File: src/ast_pkg.sv
`default_nettype none

package ast_pkg;

  localparam int ADDR_W = 32;
  localparam int AGE_W  = 8;
  localparam int OP_W   = 2;

  typedef logic [OP_W-1:0]   op_t;
  typedef logic [ADDR_W-1:0] addr_t;
  typedef logic [AGE_W-1:0]  age_t;

  // Item operation codes.
  localparam op_t OP_REGISTER = 2'd0;
  localparam op_t OP_QUERY    = 2'd1;
  localparam op_t OP_TICK     = 2'd2;

  localparam age_t AGE_MAX         = 8'd255;
  localparam age_t AGE_LIMIT_RESET = 8'd5;

  // One table entry as held in the entry memory.
  typedef struct packed {
    logic  valid;
    age_t  age;
    addr_t address;
  } entry_t;

endpackage

`default_nettype wire

File: src/ast_in_if.sv
`default_nettype none

interface ast_in_if;
  import ast_pkg::*;

  logic  valid;
  logic  ready;
  op_t   op;
  addr_t ip_address;

  modport source (output valid, output op, output ip_address, input ready);
  modport sink (input valid, input op, input ip_address, output ready);
endinterface

`default_nettype wire

File: src/ast_out_if.sv
`default_nettype none

interface ast_out_if;
  logic valid;
  logic ready;
  logic present;
  logic status;

  modport source (output valid, output present, output status, input ready);
  modport sink (input valid, input present, input status, output ready);
endinterface

`default_nettype wire

File: src/aging_session_table.sv
// Channel   Dir  Payload                 Handshake
// in_chan   in   op[1:0], ip_address[31:0]  valid/ready
// out_chan  out  present, status         valid/ready
// cfg       in   cfg_wr_data[7:0]        cfg_wr_en, no wait
//
// Every register, query or tick item scans the whole entry memory through its
// single read port, one entry per cycle, before the block is ready again; an
// unused op code skips the scan. After reset a clearing pass writes every
// entry invalid; no item is accepted during that pass. A stalled result
// waits in the output register while the next item is already accepted and
// scanned.
`default_nettype none

module aging_session_table #(
  parameter int ENTRIES = 64
) (
  input  wire              clk,
  input  wire              rst_n,
  ast_in_if.sink           in_chan,
  ast_out_if.source        out_chan,
  input  wire              cfg_wr_en,
  input  wire [7:0]        cfg_wr_data
);
  import ast_pkg::*;

  localparam int IDX_W = (ENTRIES > 1) ? $clog2(ENTRIES) : 1;
  localparam int CNT_W = $clog2(ENTRIES + 1);
  localparam logic [CNT_W-1:0] CNT_END  = CNT_W'(ENTRIES);
  localparam logic [CNT_W-1:0] CNT_LAST = CNT_W'(ENTRIES - 1);

  typedef enum logic [2:0] {
    ST_CLEAR,
    ST_IDLE,
    ST_SCAN,
    ST_UPDATE,
    ST_RESULT
  } state_t;

  state_t           state_r;
  logic [CNT_W-1:0] cnt_r;
  logic             pend_r;
  logic [IDX_W-1:0] pend_idx_r;
  op_t              op_r;
  addr_t            addr_r;
  logic             hit_r;
  logic [IDX_W-1:0] hit_idx_r;
  logic             free_r;
  logic [IDX_W-1:0] free_idx_r;
  age_t             age_limit_r;
  logic             out_valid_r;
  logic             present_r;
  logic             status_r;

  logic             rd_en;
  logic [IDX_W-1:0] rd_idx;
  entry_t           rd_data;
  logic             wr_en;
  logic [IDX_W-1:0] wr_idx;
  entry_t           wr_data;
  age_t             aged;

  ast_entry_ram #(
    .DEPTH (ENTRIES),
    .IDX_W (IDX_W)
  ) u_ram (
    .clk     (clk),
    .wr_en   (wr_en),
    .wr_idx  (wr_idx),
    .wr_data (wr_data),
    .rd_en   (rd_en),
    .rd_idx  (rd_idx),
    .rd_data (rd_data)
  );

  // Handshake outputs.
  assign in_chan.ready    = (state_r == ST_IDLE);
  assign out_chan.valid   = out_valid_r;
  assign out_chan.present = present_r;
  assign out_chan.status  = status_r;

  // Scan reads walk the memory in index order.
  assign rd_en  = (state_r == ST_SCAN) && (cnt_r != CNT_END);
  assign rd_idx = cnt_r[IDX_W-1:0];

  // Saturating age increment for the entry just read.
  assign aged = (rd_data.age == AGE_MAX) ? rd_data.age : rd_data.age + 8'd1;

  // Write port: clearing pass, tick write-back, or the registration update.
  always_comb begin
    wr_en   = 1'b0;
    wr_idx  = cnt_r[IDX_W-1:0];
    wr_data = '0;
    case (state_r)
      ST_CLEAR: begin
        wr_en = 1'b1;
      end
      ST_SCAN: begin
        if (pend_r && (op_r == OP_TICK) && rd_data.valid) begin
          wr_en           = 1'b1;
          wr_idx          = pend_idx_r;
          wr_data.valid   = (aged <= age_limit_r);
          wr_data.age     = aged;
          wr_data.address = rd_data.address;
        end
      end
      ST_UPDATE: begin
        if (op_r == OP_REGISTER && (hit_r || free_r)) begin
          wr_en           = 1'b1;
          wr_idx          = hit_r ? hit_idx_r : free_idx_r;
          wr_data.valid   = 1'b1;
          wr_data.age     = '0;
          wr_data.address = addr_r;
        end
      end
      default: begin
        wr_en = 1'b0;
      end
    endcase
  end

  // Sequencer, scan bookkeeping and output register.
  always_ff @(posedge clk) begin
    if (!rst_n) begin
      state_r     <= ST_CLEAR;
      cnt_r       <= '0;
      pend_r      <= 1'b0;
      out_valid_r <= 1'b0;
      age_limit_r <= AGE_LIMIT_RESET;
    end else begin
      if (cfg_wr_en) begin
        age_limit_r <= cfg_wr_data;
      end
      // The output register empties when its item is taken, unless a new
      // result is loaded into it in the same cycle.
      if (out_valid_r && out_chan.ready && state_r != ST_RESULT) begin
        out_valid_r <= 1'b0;
      end

      case (state_r)
        ST_CLEAR: begin
          if (cnt_r == CNT_LAST) begin
            cnt_r   <= '0;
            state_r <= ST_IDLE;
          end else begin
            cnt_r <= cnt_r + 1'b1;
          end
        end

        ST_IDLE: begin
          if (in_chan.valid) begin
            op_r   <= in_chan.op;
            addr_r <= in_chan.ip_address;
            hit_r  <= 1'b0;
            free_r <= 1'b0;
            cnt_r  <= '0;
            pend_r <= 1'b0;
            if (in_chan.op inside {OP_REGISTER, OP_QUERY, OP_TICK}) begin
              state_r <= ST_SCAN;
            end else begin
              state_r <= ST_RESULT;
            end
          end
        end

        ST_SCAN: begin
          // Look at the entry read in the previous cycle.
          if (pend_r && op_r != OP_TICK) begin
            if (rd_data.valid && rd_data.address == addr_r && !hit_r) begin
              hit_r     <= 1'b1;
              hit_idx_r <= pend_idx_r;
            end
            if (!rd_data.valid && !free_r) begin
              free_r     <= 1'b1;
              free_idx_r <= pend_idx_r;
            end
          end
          // Issue the next read, or finish once the last one has returned.
          if (cnt_r != CNT_END) begin
            pend_r     <= 1'b1;
            pend_idx_r <= cnt_r[IDX_W-1:0];
            cnt_r      <= cnt_r + 1'b1;
          end else begin
            pend_r <= 1'b0;
            if (!pend_r) begin
              state_r <= ST_UPDATE;
            end
          end
        end

        ST_UPDATE: begin
          state_r <= ST_RESULT;
        end

        ST_RESULT: begin
          if (!out_valid_r || out_chan.ready) begin
            out_valid_r <= 1'b1;
            present_r   <= (op_r == OP_REGISTER || op_r == OP_QUERY) && hit_r;
            status_r    <= (op_r == OP_REGISTER) && !hit_r && !free_r;
            state_r     <= ST_IDLE;
          end
        end

        default: begin
          state_r <= ST_CLEAR;
          cnt_r   <= '0;
        end
      endcase
    end
  end

endmodule

`default_nettype wire

File: src/ast_entry_ram.sv
`default_nettype none

module ast_entry_ram #(
  parameter int DEPTH = 64,
  parameter int IDX_W = (DEPTH > 1) ? $clog2(DEPTH) : 1
) (
  input  wire                   clk,
  input  wire                   wr_en,
  input  wire [IDX_W-1:0]       wr_idx,
  input  ast_pkg::entry_t       wr_data,
  input  wire                   rd_en,
  input  wire [IDX_W-1:0]       rd_idx,
  output ast_pkg::entry_t       rd_data
);
  import ast_pkg::*;

  entry_t mem_r [DEPTH];
  entry_t rd_data_r;

  // Single write port.
  always_ff @(posedge clk) begin
    if (wr_en) begin
      mem_r[wr_idx] <= wr_data;
    end
  end

  // Single read port with registered data.
  always_ff @(posedge clk) begin
    if (rd_en) begin
      rd_data_r <= mem_r[rd_idx];
    end
  end

  assign rd_data = rd_data_r;

endmodule

`default_nettype wire
File: src/flat_wrapper.sv
// flat-port wrapper written by rule: the top's interface ports become plain ports
module aging_session_table_flat import ast_pkg::*;
#(
  parameter int ENTRIES = 64
)
  (clk, rst_n, cfg_wr_en, cfg_wr_data, in_chan_valid, in_chan_op, in_chan_ip_address, in_chan_ready, out_chan_valid, out_chan_present, out_chan_status, out_chan_ready);
  ast_in_if in_chan_i ();
  ast_out_if out_chan_i ();
  input  wire clk;
  input  wire rst_n;
  input  wire cfg_wr_en;
  input  wire [7:0] cfg_wr_data;
  input wire logic [$bits(in_chan_i.valid)-1:0] in_chan_valid;
  input wire logic [$bits(in_chan_i.op)-1:0] in_chan_op;
  input wire logic [$bits(in_chan_i.ip_address)-1:0] in_chan_ip_address;
  output wire logic [$bits(in_chan_i.ready)-1:0] in_chan_ready;
  output wire logic [$bits(out_chan_i.valid)-1:0] out_chan_valid;
  output wire logic [$bits(out_chan_i.present)-1:0] out_chan_present;
  output wire logic [$bits(out_chan_i.status)-1:0] out_chan_status;
  input wire logic [$bits(out_chan_i.ready)-1:0] out_chan_ready;
  assign in_chan_i.valid = in_chan_valid;
  assign in_chan_i.op = in_chan_op;
  assign in_chan_i.ip_address = in_chan_ip_address;
  assign in_chan_ready = in_chan_i.ready;
  assign out_chan_valid = out_chan_i.valid;
  assign out_chan_present = out_chan_i.present;
  assign out_chan_status = out_chan_i.status;
  assign out_chan_i.ready = out_chan_ready;
  aging_session_table #(.ENTRIES(ENTRIES)) u_core (.clk(clk), .rst_n(rst_n), .in_chan(in_chan_i), .out_chan(out_chan_i), .cfg_wr_en(cfg_wr_en), .cfg_wr_data(cfg_wr_data));
endmodule
File: config.mk
export PLATFORM = sky130hd
export DESIGN_NAME = aging_session_table_flat
export DESIGN_NICKNAME = d
export VERILOG_FILES = /design/src/ast_pkg.sv /design/src/ast_in_if.sv /design/src/ast_out_if.sv /design/src/aging_session_table.sv /design/src/ast_entry_ram.sv /design/src/flat_wrapper.sv
export SDC_FILE = /design/constraint.sdc
export NUM_CORES = 2
export LEC_CHECK = 0
export ABC_AREA = 1
export BUFFER_PORTS_ARGS = -buffer_cell sky130_fd_sc_hd__buf_2
export CORE_AREA = 3 3 492 494
export DETAILED_ROUTE_END_ITERATION = 12
export DIE_AREA = 0 0 495 497
export PLACE_DENSITY = 0.61
export SLEW_MARGIN = 20
export SYNTH_ARGS = -nofsm -noshare
export SYNTH_HDL_FRONTEND = slang
export SYNTH_SLANG_ARGS = --single-unit
File: constraint.sdc
create_clock -name clk -period 4.7 [get_ports clk]
set_input_delay 0.94 -clock clk [delete_from_list [all_inputs] [get_ports clk]]
set_output_delay 0.94 -clock clk [all_outputs]
set_load 0.02 [all_outputs]
==> run metrics <==
first-pass GRT wire length=489 mm; wire per inst=23.8 µm; hold buffers post-CTS=0; area leader, netlist=edfxtp_1; vias in the first global route=73000; PortBufs=50; Clock Sinks=2741; Max Freq=267 MHz; Remaining Overflow, GRT=0; library cells used by synthesis=37; Max-Cap Viols=0; Post-synth EDFFs=2721; antenna violations before repair=14; Root Buffer=clkbuf_16; TritonCTS clock tree=done; CORE AREA=238000 µm²; post_cts resized=0; final RePlAce weighted congestion=0.936; CP max FO=22; worst hold path class=input pin to flip-flop; # IOs=51; die area=246000 µm²; most common cell after layout, fill and taps aside=nand2_1; Setup crit start kind=flip-flop; hold slack final=0.189 ns; Syn Area/Cell=10.7 µm²; clock share of power=41.7%; kind of critical path=flip-flop to flip-flop; number of H-tree levels=5; fin nets=10800; Mapped Area=114000 µm²; Tmin final=3.75 ns; pwr/cell area=404 nW/µm²; Critical Path RT=5.23 ns; area delta synth->final=12.7%; antenna viol nets, final=0; peak supply drop=322 µV; Int Pwr=40.0 mW; Final Max Slew Viols=0; Comb pwr share=7.0%; fin worst setup slack=0.953 ns; Synth area leaders=edfxtp_1 72%, nand2_1 15%, nor2_1 4.1%, o21ai_0 3.1%, inv_1 1.7%; post-DP HPWL=181 mm; yosys warns=0; Fin Setup TNS=0 ns; Slew @ Worst Pin=1.18 ns; unrepaired setup endpoints after global routing=false; share of cells above drive strength 1=7.26%; worst-case clock buffer depth=4; clk_skew=0.0548 ns; Max transition margin=21.3%; Yosys reg bits=2741; final WL=336 mm; NetSw=12.0 mW; critical path capture point type=flip-flop; WP data arrival=4.28 ns; GRT Overall Usage=26.9%; Setup Fix Bufs, Post-CTS=0; LEAKAGE=52.0 nW; vias per cell=5.45; status=complete, no violations; drt drc=0; final hold vios=0; Sw Share=23.1%; initial core utilization=48.0%; clock-pin slew on the worst setup and hold paths=0.06 ns; Site Rows=179; pre-CTS setup slack=1.02 ns; Post-Synthesis Cells=10700; most frequently used flop master after synthesis=edfxtp_1; die height=497 µm; # setup viols final=0; Post-Syn Nets=10800; DR pass1 iterations=6; Sequential Power Share=51.4%; fill cell count=20300; register area share after synthesis=71.9%; worst skew pair latency=0.94 ns; vias=77000; TritonCTS Buffers=299; post-layout util=54.1%; ys async rst share=0%; pin count of the biggest net entering global routing=154; Die W=495 µm; top cell type's share of synthesized area=71.6%; commonest cells after routing, fill and taps aside=4464 x nand2_1, 2721 x edfxtp_1, 1171 x nor2_1, 695 x o21ai_0, 515 x inv_1; drt initial violations=9189; Tcrit/Tclk final=79.7%
final timing paths:
check | start | to | slack, ns | cells past startpoint
worst max-delay path | u_core.state_r[2] | u_core.u_ram.mem_r[5][7] | 0.95 | 10
worst min-delay path | in_chan_ip_address[14] | u_core.addr_r[14] | 0.19 | 1
worst max register to register | u_core.state_r[2] | u_core.u_ram.mem_r[5][7] | 0.95 | 10
worst min register to register | u_core.pend_idx_r[5] | u_core.free_idx_r[5] | 0.51 | 0
cell families (layout without fill, tap and decap cells):
kind of cell	count (synthesis)	in the layout	synth area share (%)
simple gates	5963	5963	20.0
compound gates	909	909	4.05
fa+ha+maj	11	11	0.121
flops	2741	2741	71.9
xor+xnor	18	18	0.138
other cells	0	3	0
buf+inv	1066	1319	3.80
critical path, cell delays in order (launching register included):
cell and delay (ns):
dfxtp_1 0.36, inv_2 0.08, nand2_2 0.14, nor2_4 0.45, inv_2 0.20, nor2_4 0.26
inv_4 0.08, nand3b_4 0.14, nand4_1 0.70, nor2_4 0.39, buf_4 0.45
metrics by stage:
stage	instance area (µm²)	power [mW]	instances
after global routing	129000	53.6	14100
after detailed placement	120000	30.8	13600
final	129000	51.9	14100
after CTS	129000	52.2	14100
after floorplan	114000	29.4	10700
after global placement	120000	30.7	13600
area by class of cell:
cell class	count	area [µm²]	share of cell area (%)
timing repair buffer	286	3000	2.33
antenna	3	7.51	0.00584
clock buffer	381	7980	6.21
tap	3167	3960	3.08
inverter	526	2010	1.56
sequential	2741	82100	63.9
multi-input combinational	6901	28700	22.3
clock inverter	126	830	0.645
cell usage after synthesis (5+ instances only):
cell         n
o22ai_1     26
buf_2      228
xor2_1      10
inv_2        6
o21ai_0    696
o21ai_1    151
nor3_1      10
nand4_1     12
nor2_1    1242
clkbuf_1   265
edfxtp_1  2721
a21oi_1     22
a22o_1       5
buf_1       37
nand3_1    215
xnor2_1      8
buf_4        7
nand2_1   4467
nor2_4       5
inv_1      518
dfxtp_1     20
ha_1        11
power groups by stage:
| stage | sequential [mW] | combinational [mW] | clock, mW |
|---|---|---|---|
| 2_1_floorplan | 27.2 | 2.21 | 0 |
| 3_3_place_gp | 27.2 | 3.54 | 0 |
| 3_5_place_dp | 27.2 | 3.57 | 0 |
| 4_1_cts | 26.7 | 3.58 | 21.9 |
| 5_1_grt | 26.7 | 3.98 | 22.9 |
| 6_report | 26.7 | 3.63 | 21.6 |
routing by layer:
layer	wire length [µm]	part of all wire [%]	vias to the layer above	GRT usage (%)
li1	-	-	35500	-
met1	141000	42	37700	38.3
met2	155000	46	3293	42.2
met3	28300	8.4	553	4.16
met4	11700	3.5	0	9.32
met5	0	0	-	0
state kept, by name, summed over array words and instances, names as in the netlist, 3 cells and up:
signal / count
u_core.u_ram.rd_data: 41
u_core.free_idx_r: 6
u_core.age_limit_r: 8
u_core.cnt_r: 7
u_core.addr_r: 32
u_core.state_r: 3
u_core.pend_idx_r: 6
u_core.hit_idx_r: 6
u_core.u_ram.mem_r: 2624
(Power assumes the default switching activity.)
